**src/rtl/rcc_pkg.sv**
```systemverilog
// ----------------------------------------------------------------------------
// Relay cycle controller package
// Codes, beat layouts and shared helpers for the relay cycle controller.
// ----------------------------------------------------------------------------
package rcc_pkg;

  localparam int unsigned DATA_IN_W  = 104;
  localparam int unsigned DATA_OUT_W = 136;
  localparam int unsigned CFG_IDX_W  = 3;
  localparam int unsigned CFG_DATA_W = 32;

  // input item kinds
  localparam logic [2:0] KIND_TICK   = 3'd0;
  localparam logic [2:0] KIND_ENABLE = 3'd1;
  localparam logic [2:0] KIND_POS    = 3'd2;
  localparam logic [2:0] KIND_MODEM  = 3'd3;
  localparam logic [2:0] KIND_RX     = 3'd4;
  localparam logic [2:0] KIND_TARGET = 3'd5;

  // report kinds
  localparam logic [1:0] RK_START  = 2'd0;
  localparam logic [1:0] RK_XMIT   = 2'd1;
  localparam logic [1:0] RK_RESULT = 2'd2;

  // configuration register indexes
  localparam logic [CFG_IDX_W-1:0] CFG_HOP_DELAY   = 3'd0;
  localparam logic [CFG_IDX_W-1:0] CFG_T1          = 3'd1;
  localparam logic [CFG_IDX_W-1:0] CFG_T2          = 3'd2;
  localparam logic [CFG_IDX_W-1:0] CFG_SOURCE_ID   = 3'd3;
  localparam logic [CFG_IDX_W-1:0] CFG_DEST_ID     = 3'd4;
  localparam logic [CFG_IDX_W-1:0] CFG_RADIUS      = 3'd5;

  // minus one metre
  localparam logic signed [23:0] NO_POS = -24'sd16;

  typedef enum logic [1:0] {
    PH_IDLE  = 2'd0,
    PH_LINK1 = 2'd1,
    PH_XMIT  = 2'd2,
    PH_LINK2 = 2'd3
  } phase_t;

  typedef struct packed {
    logic [2:0]         kind;
    logic [31:0]        now;
    logic               level;
    logic signed [23:0] pos_x;
    logic signed [23:0] pos_y;
    logic [7:0]         src_id;
    logic               rx_good;
    logic               ack_len_two;
    logic [7:0]         ack_byte;
  } item_t;

  typedef struct packed {
    logic [1:0]         kind;
    logic [31:0]        iteration;
    logic               success;
    logic signed [23:0] init_x;
    logic signed [23:0] init_y;
    logic signed [23:0] relay_x;
    logic signed [23:0] relay_y;
    logic signed [24:0] dx0;
    logic signed [24:0] dy0;
    logic signed [24:0] dx1;
    logic signed [24:0] dy1;
    logic [22:0]        radius;
  } report_t;

  function automatic logic [48:0] sq25(input logic signed [24:0] d);
    logic signed [49:0] p;
    p = d * d;
    return p[48:0];
  endfunction

endpackage

```
**src/rtl/rcc_core.sv**
```systemverilog
// ----------------------------------------------------------------------------
// Relay cycle controller core
// Configuration registers, event state and the four-phase cycle sequencer.
// ----------------------------------------------------------------------------
module rcc_core
  import rcc_pkg::*;
(
  input  logic                  clk,
  input  logic                  rst,
  input  logic                  accept,
  input  item_t                 item,
  input  logic                  cfg_we,
  input  logic [CFG_IDX_W-1:0]  cfg_index,
  input  logic [CFG_DATA_W-1:0] cfg_data,
  output logic                  rep_valid,
  output report_t               rep
);

  logic [31:0] hop_delay, first_link_timeout, second_link_timeout;
  logic [7:0]  source_id, dest_id;
  logic [22:0] radius;

  phase_t             phase, phase_next;
  logic               enabled, enabled_next;
  logic               modem_ready, modem_ready_next;
  logic signed [23:0] cur_x, cur_x_next, cur_y, cur_y_next;
  logic signed [23:0] target_x, target_x_next, target_y, target_y_next;
  logic signed [32:0] last_time, last_time_next;
  logic [31:0]        cycle_count, cycle_count_next;
  logic signed [23:0] start_x, start_x_next, start_y, start_y_next;
  logic signed [23:0] hop_x, hop_x_next, hop_y, hop_y_next;
  logic               got_trans, got_trans_next, trans_good, trans_good_next;
  logic               got_ack, got_ack_next, ack_good, ack_good_next;

  logic [31:0]        delay_sel;
  logic signed [33:0] limit;
  logic               later;
  logic               tick;

  always_ff @(posedge clk) begin
    if (rst) begin
      hop_delay           <= '0;
      first_link_timeout  <= '0;
      second_link_timeout <= '0;
      source_id           <= '0;
      dest_id             <= '0;
      radius              <= '0;
    end else if (cfg_we) begin
      case (cfg_index)
        CFG_HOP_DELAY:   hop_delay           <= cfg_data;
        CFG_T1:          first_link_timeout  <= cfg_data;
        CFG_T2:          second_link_timeout <= cfg_data;
        CFG_SOURCE_ID:   source_id           <= cfg_data[7:0];
        CFG_DEST_ID:     dest_id             <= cfg_data[7:0];
        CFG_RADIUS:      radius              <= cfg_data[22:0];
        default: ;
      endcase
    end
  end

  always_comb begin
    case (phase)
      PH_LINK1: delay_sel = first_link_timeout;
      PH_LINK2: delay_sel = second_link_timeout;
      default:  delay_sel = hop_delay;
    endcase
  end

  // last_time may be minus one, so compare on a signed 34-bit range
  assign limit = {last_time[32], last_time} + $signed({2'b00, delay_sel});
  assign later = $signed({2'b00, item.now}) > limit;
  assign tick  = accept && (item.kind == KIND_TICK);

  always_comb begin
    phase_next = phase;
    if (tick) begin
      case (phase)
        PH_IDLE:  if (enabled && later) phase_next = PH_LINK1;
        PH_LINK1: begin
          if (got_trans) phase_next = trans_good ? PH_XMIT : PH_IDLE;
          else if (later) phase_next = PH_IDLE;
        end
        PH_XMIT:  if (modem_ready && later) phase_next = PH_LINK2;
        PH_LINK2: if (got_ack || later) phase_next = PH_IDLE;
        default:  phase_next = PH_IDLE;
      endcase
    end
  end

  always_comb begin
    enabled_next     = enabled;
    modem_ready_next = modem_ready;
    cur_x_next       = cur_x;
    cur_y_next       = cur_y;
    target_x_next    = target_x;
    target_y_next    = target_y;
    last_time_next   = last_time;
    cycle_count_next = cycle_count;
    start_x_next     = start_x;
    start_y_next     = start_y;
    hop_x_next       = hop_x;
    hop_y_next       = hop_y;
    got_trans_next   = got_trans;
    trans_good_next  = trans_good;
    got_ack_next     = got_ack;
    ack_good_next    = ack_good;
    rep_valid        = 1'b0;
    rep              = '0;

    if (tick) begin
      case (phase)
        PH_IDLE: begin
          start_x_next = NO_POS;
          start_y_next = NO_POS;
          hop_x_next   = NO_POS;
          hop_y_next   = NO_POS;
          if (enabled && later) begin
            start_x_next     = cur_x;
            start_y_next     = cur_y;
            rep_valid        = 1'b1;
            rep.kind         = RK_START;
            cycle_count_next = cycle_count + 32'd1;
            got_trans_next   = 1'b0;
            last_time_next   = {1'b0, item.now};
          end
        end
        PH_LINK1: begin
          if (got_trans) begin
            last_time_next = {1'b0, item.now};
            if (!trans_good) begin
              rep_valid = 1'b1;
              rep.kind  = RK_RESULT;
            end
          end else if (later) begin
            last_time_next = {1'b0, item.now};
            rep_valid      = 1'b1;
            rep.kind       = RK_RESULT;
          end
        end
        PH_XMIT: begin
          if (modem_ready && later) begin
            hop_x_next     = cur_x;
            hop_y_next     = cur_y;
            rep_valid      = 1'b1;
            rep.kind       = RK_XMIT;
            got_ack_next   = 1'b0;
            last_time_next = {1'b0, item.now};
          end
        end
        default: begin
          if (got_ack || later) begin
            last_time_next = {1'b0, item.now};
            rep_valid      = 1'b1;
            rep.kind       = RK_RESULT;
            rep.success    = got_ack && ack_good;
          end
        end
      endcase
    end else if (accept) begin
      case (item.kind)
        KIND_ENABLE: enabled_next = item.level;
        KIND_POS: begin
          cur_x_next = item.pos_x;
          cur_y_next = item.pos_y;
        end
        KIND_MODEM: modem_ready_next = item.level;
        KIND_RX: begin
          // the source match wins over the destination match
          if (item.src_id == source_id) begin
            got_trans_next  = 1'b1;
            trans_good_next = item.rx_good;
          end else if (item.src_id == dest_id) begin
            got_ack_next  = 1'b1;
            ack_good_next = item.ack_len_two && (item.ack_byte == 8'd0);
          end
        end
        KIND_TARGET: begin
          target_x_next = item.pos_x;
          target_y_next = item.pos_y;
        end
        default: ;
      endcase
    end

    rep.iteration = cycle_count;
    rep.init_x    = start_x_next;
    rep.init_y    = start_y_next;
    rep.relay_x   = hop_x_next;
    rep.relay_y   = hop_y_next;
    rep.dx0       = {start_x_next[23], start_x_next} - {target_x[23], target_x};
    rep.dy0       = {start_y_next[23], start_y_next} - {target_y[23], target_y};
    rep.dx1       = {hop_x_next[23], hop_x_next} - {target_x[23], target_x};
    rep.dy1       = {hop_y_next[23], hop_y_next} - {target_y[23], target_y};
    rep.radius    = radius;
  end

  always_ff @(posedge clk) begin
    if (rst) begin
      phase       <= PH_IDLE;
      enabled     <= 1'b0;
      modem_ready <= 1'b0;
      cur_x       <= '0;
      cur_y       <= '0;
      target_x    <= '0;
      target_y    <= '0;
      last_time   <= '1;
      cycle_count <= '0;
      start_x     <= '0;
      start_y     <= '0;
      hop_x       <= '0;
      hop_y       <= '0;
      got_trans   <= 1'b0;
      trans_good  <= 1'b0;
      got_ack     <= 1'b0;
      ack_good    <= 1'b0;
    end else begin
      phase       <= phase_next;
      enabled     <= enabled_next;
      modem_ready <= modem_ready_next;
      cur_x       <= cur_x_next;
      cur_y       <= cur_y_next;
      target_x    <= target_x_next;
      target_y    <= target_y_next;
      last_time   <= last_time_next;
      cycle_count <= cycle_count_next;
      start_x     <= start_x_next;
      start_y     <= start_y_next;
      hop_x       <= hop_x_next;
      hop_y       <= hop_y_next;
      got_trans   <= got_trans_next;
      trans_good  <= trans_good_next;
      got_ack     <= got_ack_next;
      ack_good    <= ack_good_next;
    end
  end

endmodule

```
**config.mk**
```make
export PLATFORM = sky130hd
export DESIGN_NAME = rcc_core
export DESIGN_NICKNAME = d
export VERILOG_FILES = /design/src/rtl/rcc_pkg.sv /design/src/rtl/rcc_core.sv
export SDC_FILE = /design/constraint.sdc
export NUM_CORES = 1
export LEC_CHECK = 0
export ABC_AREA = 1
export BUFFER_PORTS_ARGS = -buffer_cell sky130_fd_sc_hd__buf_2
export CORE_MARGIN = 10
export CORE_UTILIZATION = 30
export DETAILED_ROUTE_END_ITERATION = 10
export SYNTH_ARGS = -nofsm -noshare
export SYNTH_HDL_FRONTEND = slang
export SYNTH_SLANG_ARGS = --single-unit
```
**constraint.sdc**
```tcl
create_clock -name clk -period 6.85 [get_ports clk]
set_clock_uncertainty 0.05 [all_clocks]
set_input_delay 0.685 -clock clk [delete_from_list [all_inputs] [get_ports clk]]
set_output_delay 0.685 -clock clk [all_outputs]
set_load 0.005 [all_outputs]
```
==> flow_metrics.py, run 1 <==
metrics = {
    "logic_synthesis": {
        "synth_fa_ha_area_share_pct": 9.449,
        "synthDominantCellAreaShare_pct": 35.78,
        "yosysMostFrequentCell": "nand2_1",
        "seq_area_frac_synth_pct": 35.78,
        "ys_types": 51,
        "synth-compound-area-share_pct": 20.86,
        "synth-xor-area-share_pct": 5.519,
        "avgSynthCellArea_um2": 7.131,
        "syn_area_um2": 22380,
        "synth_top_family_by_area": "simple AND/OR/NAND/NOR gates",
        "synth_seq_cells": 400,
        "yosys.area.top_type": "dfxtp_1",
        "synthTopCellsByArea": "dfxtp_1 36%, ha_1 9.0%, a21oi_1 9.0%",
        "ys_warn_count": 0,
        "synthFlopType": "dfxtp_1",
        "muxShareOfSynthArea_pct": 0,
        "synthArstFlopShare_pct": 0,
        "synth_edf_count": 0,
        "synth-simple-area-share_pct": 21.45,
        "synth_top_cells_by_count": "463 x nand2_1, 444 x nor2_1, 402 x a21oi_1, 400 x dfxtp_1, 368 x o21ai_0",
        "synthCells": 3138,
        "synth_nets": 3445,
    },
    "die": {
        "die_w_um": 293.1,
        "design.portCount": 396,
        "die_h_um": 293.1,
        "start_util_pct": 30.16,
        "core-area_um2": 74200,
        "die-area_um2": 85920,
        "rows": 100,
    },
    "sta": {
        "min_period_ns": 8.044,
        "worst_slew_pin_slew_ns": 1.180,
        "rsz0062_at_grt": "yes",
        "finalCritPeriodShare_pct": 117.4,
        "maxSlewHeadroom_pct": 21.22,
        "finalSetupViolations": 88,
        "report.final.slew_viol_count": 0,
        "hold_viol_final": 0,
        "whs_ns": 0.2589,
        "fin_ws_ns": -1.194,
        "fmax_ghz": 0.1243,
    },
    "pwr": {
        "power_density_nw_per_um2": 222.6,
        "pwr-share-seq_pct": 31.5,
        "clkPwrFrac_pct": 36.4,
        "max-vdd-ir-drop_uv": 177.1,
        "combPwrFrac_pct": 32.1,
        "p_int_mw": 5.311,
        "swShare_pct": 31.05,
        "p_leak_nw": 16.65,
        "switching_power_mw": 2.391,
    },
    "clocking": {
        "cts_tree": "built",
        "cts_sinks": 400,
        "clockBufferDepth": 3,
        "holdBufCountCts": 0,
        "clkLatencyLatePin_ns": 0.61,
        "root_buffer": "clkbuf_16",
        "clk_pin_slew_ns": 0.06,
        "htree_levels": 2,
        "cts_buffers": 49,
    },
    "flow_run": {
        "maxCapViolCount": 0,
    },
    "finish": {
        "syn_to_final_growth_pct": 54.62,
        "nNetsFinal": 4407,
        "fin_cells": 5115,
        "layout-drive-gt1-share_pct": 37.13,
        "stdcell_area_um2": 34600,
    },
    "global_route": {
        "grt_overflow_total": 0,
        "grt_usage_pct": 20.16,
        "grt_pass1_vias": 24518,
        "grt_pass1_wl_um": 138900,
        "antenna_found_initial": 17,
        "grt_max_degree": 212,
    },
    "placed_design": {
        "dp_cells": 4867,
        "dp_hpwl_um": 65470,
        "gp_congestion": 0.9084,
        "port_buffers": 395,
        "placedInstanceArea_um2": 28960,
    },
    "critical_path": {
        "cpMaxStageDelayCell": "dfxtp_4",
        "cp-start-kind": "flip-flop",
        "end_kind": "primary output",
        "critPathKind": "reg -> out",
        "crit_start": "phase[0]$_SDFFE_PP0P_",
        "arrival_ns": 7.31,
        "critPathMaxStageDelay_ns": 0.36,
        "cp_data_required_time_ns": 6.11,
        "r2r-start": "phase[0]$_SDFFE_PP0P_",
        "path_max_fanout": 8,
        "crit_path_frequent_cell": "buf_4",
    },
    "status": {
        "status": "complete, but fails checks",
        "violations": "negative setup slack",
    },
    "worst_hold_path": {
        "holdCritStartpoint": "item[73]",
        "hold_path.class": "in -> reg",
    },
    "detailed_routing": {
        "dr.pass1.iters": 6,
        "drt_iter0_drc": 1487,
        "wirelength_um": 93010,
        "drc": 0,
        "vias_per_cell": 4.945,
        "vias": 25295,
        "detail-route-antenna-nets": 0,
        "wire_per_inst_um": 18.18,
    },
}
==> power groups by stage <==
stage	registers (mW)	clock network, mW	logic (mW)
2_1_floorplan	2.46	0	0.971
3_3_place_gp	2.47	0	1.97
3_5_place_dp	2.47	0	1.98
4_1_cts	2.42	2.85	2.27
5_1_grt	2.43	2.95	2.69
6_report	2.42	2.81	2.47
==> area by class of cell <==
class	count	area, um2
inverter	260	1021
tap	969	1212
multi-input combinational	2341	15110
clock inverter	27	392.9
antenna	7	17.52
sequential	400	8015
clock buffer	63	1339
timing repair buffer	1048	7495
fill	7100	39600
==> layout by cell type (no fill, tap or decap), types with 12 or more instances in the layout <==
cell type	count
clkbuf_16	55
nor2_1	428
buf_6	70
dfxtp_1	398
xor2_1	62
nand2_2	60
xnor2_2	21
ha_4	33
xor2_2	16
nand3_2	20
nand2_4	25
inv_2	19
o21ai_2	35
o21ai_1	30
xnor2_1	24
nand4_1	24
inv_1	230
nand2_1	393
nand3_1	65
a21o_1	12
buf_2	386
o22ai_1	27
nor4_1	13
a21oi_1	345
a21oi_2	51
o21ai_0	322
ha_1	122
nor2_2	13
xor2_4	12
buf_4	569
nor3_1	33
and2_1	40
==> timing repair <==
item | in CTS | in global routing
hold endpoints to repair | 0 | 0
gates cloned | 2 | 6
gates resized for setup | 262 | 292
endpoints found under the setup margin | 94 | 117
buffers inserted | 136 | 65
pin swaps | 99 | 148
==> metrics by stage <==
stage          setup slack (ns)   TNS (ns)  util, %  total power [mW]
2_1_floorplan         -0.006556  -0.006556        -             3.435
3_3_place_gp            -0.8035     -22.90    39.04             4.438
3_5_place_dp            -0.9111     -30.97    39.04             4.453
4_1_cts                 -0.9967     -53.23    44.52             7.540
5_1_grt                  -1.718     -96.16    46.63             8.066
6_report                 -1.194     -60.55    46.63             7.703
==> worst max-delay path, delay by kind of cell (launching register included) <==
family / cells / cell delay (ns)
buffers and inverters: 14 / 1.84
adder cells (fa/ha/maj): 3 / 0.86
AND/OR/NAND/NOR: 12 / 1.65
XOR/XNOR: 2 / 0.24
AO/OA/AOI/OAI: 10 / 1.73
flip-flops: 1 / 0.36
==> routing by layer <==
metal	vias to the layer above	GRT usage, %	wire (um)	part of all wire [%]
met5	-	0	103	0.11
met4	16	7.192	3213	3.5
met3	197	4.823	7055	7.6
met2	837	35.51	45340	49
met1	11831	23.48	37300	40
li1	12414	-	-	-
==> kinds of logic (layout without fill, tap and decap cells) <==
family	after synthesis	in the layout
other cells	0	7
simple gates	1144	1144
xor+xnor	141	141
compound gates	890	890
flops	400	400
fa+ha+maj	166	166
buf+inv	397	1398
==> sequential cells by signal (all words and copies together) (netlist names), 8 cells and up, named ones only <==
name                 flops
cycle_count             32
last_time               33
hop_y                   24
first_link_timeout      32
dest_id                  8
target_x                24
hop_x                   24
start_x                 24
radius                  23
cur_x                   24
second_link_timeout     32
cur_y                   24
target_y                24
source_id                8
hop_delay               32
start_y                 24
==> path summary, 6_finish.rpt <==
kind,end,slack [ns],cells after the start
min,last_time[6]$_SDFFE_PP1P_,0.26,3
min reg2reg,ack_good$_SDFFE_PP0P_,0.42,2
max,rep[68],-1.19,41
max reg2reg,hop_x[4]$_SDFF_PP0_,0.42,48
Note: power is estimated with default switching activity, not from simulation.
==> run 2: changes to the inputs <==
BUFFER_PORTS_ARGS = -buffer_cell sky130_fd_sc_hd__clkbuf_2   (was -buffer_cell sky130_fd_sc_hd__buf_2)
==> flow_metrics.py, run 2 (synthesis results as in run 1) <==
metrics = {
    "status": {
        "violations": "negative setup slack",
        "status": "complete, but fails checks",
    },
    "clocking": {
        "clk_pin_slew_ns": 0.06,
        "cts_tree": "built",
        "htree_levels": 2,
        "cts_buffers": 49,
        "root_buffer": "clkbuf_16",
        "clockBufferDepth": 3,
        "clkLatencyLatePin_ns": 0.60,
        "cts_sinks": 400,
    },
    "sta": {
        "fin_ws_ns": -1.202,
        "finalCritPeriodShare_pct": 117.6,
        "min_period_ns": 8.052,
        "worst_slew_pin_slew_ns": 1.278,
        "finalSetupViolations": 89,
        "maxSlewHeadroom_pct": 14.69,
        "fmax_ghz": 0.1242,
        "report.final.slew_viol_count": 0,
        "rsz0062_at_grt": "yes",
        "hold_viol_final": 0,
    },
    "detailed_routing": {
        "drt_iter0_drc": 1688,
        "dr.pass1.iters": 5,
        "vias": 26417,
        "detail-route-antenna-nets": 0,
        "drc": 0,
        "wire_per_inst_um": 18.89,
        "wirelength_um": 99190,
        "vias_per_cell": 5.031,
    },
    "pwr": {
        "switching_power_mw": 2.490,
        "swShare_pct": 31.69,
        "max-vdd-ir-drop_uv": 221.3,
        "clkPwrFrac_pct": 34.9,
        "combPwrFrac_pct": 34.2,
        "p_int_mw": 5.368,
        "pwr-share-seq_pct": 30.9,
        "power_density_nw_per_um2": 214.8,
        "p_leak_nw": 17.32,
    },
    "die": {
        "core-area_um2": 74200,
        "rows": 100,
        "die_w_um": 293.1,
        "start_util_pct": 30.16,
        "die_h_um": 293.1,
        "die-area_um2": 85920,
        "design.portCount": 396,
    },
    "finish": {
        "largest_register_ffs": 33,
        "nNetsFinal": 4547,
        "final_cell_mix": "659 x buf_4, 415 x nor2_1, 398 x dfxtp_1, 367 x nand2_1, 322 x a21oi_1",
        "syn_to_final_growth_pct": 63.48,
        "layout_commonest_cell": "buf_4",
        "layout-drive-gt1-share_pct": 41.68,
        "largest_register": "last_time",
        "fin_cells": 5251,
    },
    "placed_design": {
        "gp_congestion": 0.9138,
        "dp_hpwl_um": 65650,
        "dp_cells": 4874,
        "post-place-ws_ns": -0.8301,
        "port_buffers": 395,
    },
    "critical_path": {
        "cp_data_required_time_ns": 7.32,
        "path_max_fanout": 5,
        "end_kind": "flip-flop",
        "arrival_ns": 8.53,
        "critPathKind": "reg -> reg",
        "critPathMaxStageDelay_ns": 0.40,
        "cp-start-kind": "flip-flop",
        "cpMaxStageDelayCell": "fa_2",
        "crit_path_frequent_cell": "buf_4",
    },
    "global_route": {
        "grt_pass1_vias": 25800,
        "grt_usage_pct": 21.04,
        "grt_max_degree": 216,
        "antenna_found_initial": 10,
        "grt_overflow_total": 0,
        "grt_pass1_wl_um": 145100,
    },
    "flow_run": {
        "maxCapViolCount": 0,
    },
    "worst_hold_path": {
        "hold_path.class": "in -> reg",
    },
}
[run 2: cell types whose count changed in the layout (fill, tap and decap cells not counted), sizes merged, moves of 3 or more]
cell | previous run | this run
clkbuf | 69 | 365
clkinvlp | 1 | 6
diode | 7 | 4
buf | 1040 | 884
bufinv | 8 | 5
clkinv | 17 | 11
[run 2: final cells by class]
| cell class | instances | area [um2] |
|---|---|---|
| clock buffers | 67 | 1416 |
| flip-flops and latches | 400 | 8013 |
| diodes | 4 | 10.01 |
| well taps | 969 | 1212 |
| fillers | 6821 | 37610 |
| multi-input cells | 2341 | 15940 |
| inverters | 260 | 1028 |
| clock inverters | 22 | 266.5 |
| repair inverters | 3 | 25.02 |
| repair buffers | 1185 | 8673 |
[run 2: final timing paths]
path	startpoint	to	slack [ns]	cells past startpoint
worst min register to register	ack_good$_SDFFE_PP0P_	ack_good$_SDFFE_PP0P_	0.40	2
worst max-delay path	phase[0]$_SDFFE_PP0P_	hop_y[4]$_SDFF_PP0_	-1.20	63
worst max register to register	phase[0]$_SDFFE_PP0P_	hop_y[4]$_SDFF_PP0_	-1.20	63
worst min-delay path	item[95]	last_time[28]$_SDFFE_PP1P_	0.26	3
[run 2: worst max-delay path: cells and delay by family, from the launching register on]
kind,cells,cell delay (ns)
adder cells (fa/ha/maj),3,0.91
AND/OR/NAND/NOR,15,1.30
flip-flops,1,0.38
buffers and inverters,38,4.44
AO/OA/AOI/OAI,6,0.77
XOR/XNOR,1,0.10
[run 2: metal layers]
layer | GRT usage (%) | vias to the layer above | part of all wire [%]
met5 | 0 | - | 0.077
met4 | 8.651 | 12 | 4.4
met1 | 24.73 | 12456 | 39
li1 | - | 12684 | -
met2 | 36.88 | 1008 | 49
met3 | 4.204 | 257 | 7.2
[run 2: power by group through the flow]
stage	combinational, mW	sequential [mW]	clock, mW
2_1_floorplan	0.971	2.46	0
6_report	2.69	2.43	2.75
5_1_grt	2.90	2.43	2.88
4_1_cts	2.36	2.42	2.78
3_3_place_gp	1.98	2.47	0
3_5_place_dp	1.99	2.47	0
[run 2: metrics by stage]
stage	TNS, ns	hold WS [ns]	power (mW)	utilization (%)	area [um2]
finish	-66.42	0.2554	7.859	49.31	36580
global route	-100.37	0.2562	8.213	49.31	36580
CTS	-62.21	0.2207	7.557	46.29	34350
detailed placement	-30.15	0.3915	4.460	39.11	29020
global placement	-22.23	0.3891	4.449	39.11	29020
floorplan	-0.006556	0.3739	3.435	-	22530
[run 2: timing repair]
action,4_1_cts,5_1_grt
setup endpoints to repair,94,136
gates resized for setup,361,524
gates cloned,8,1
pin swaps,148,228
setup buffers,257,105
hold buffers,0,0
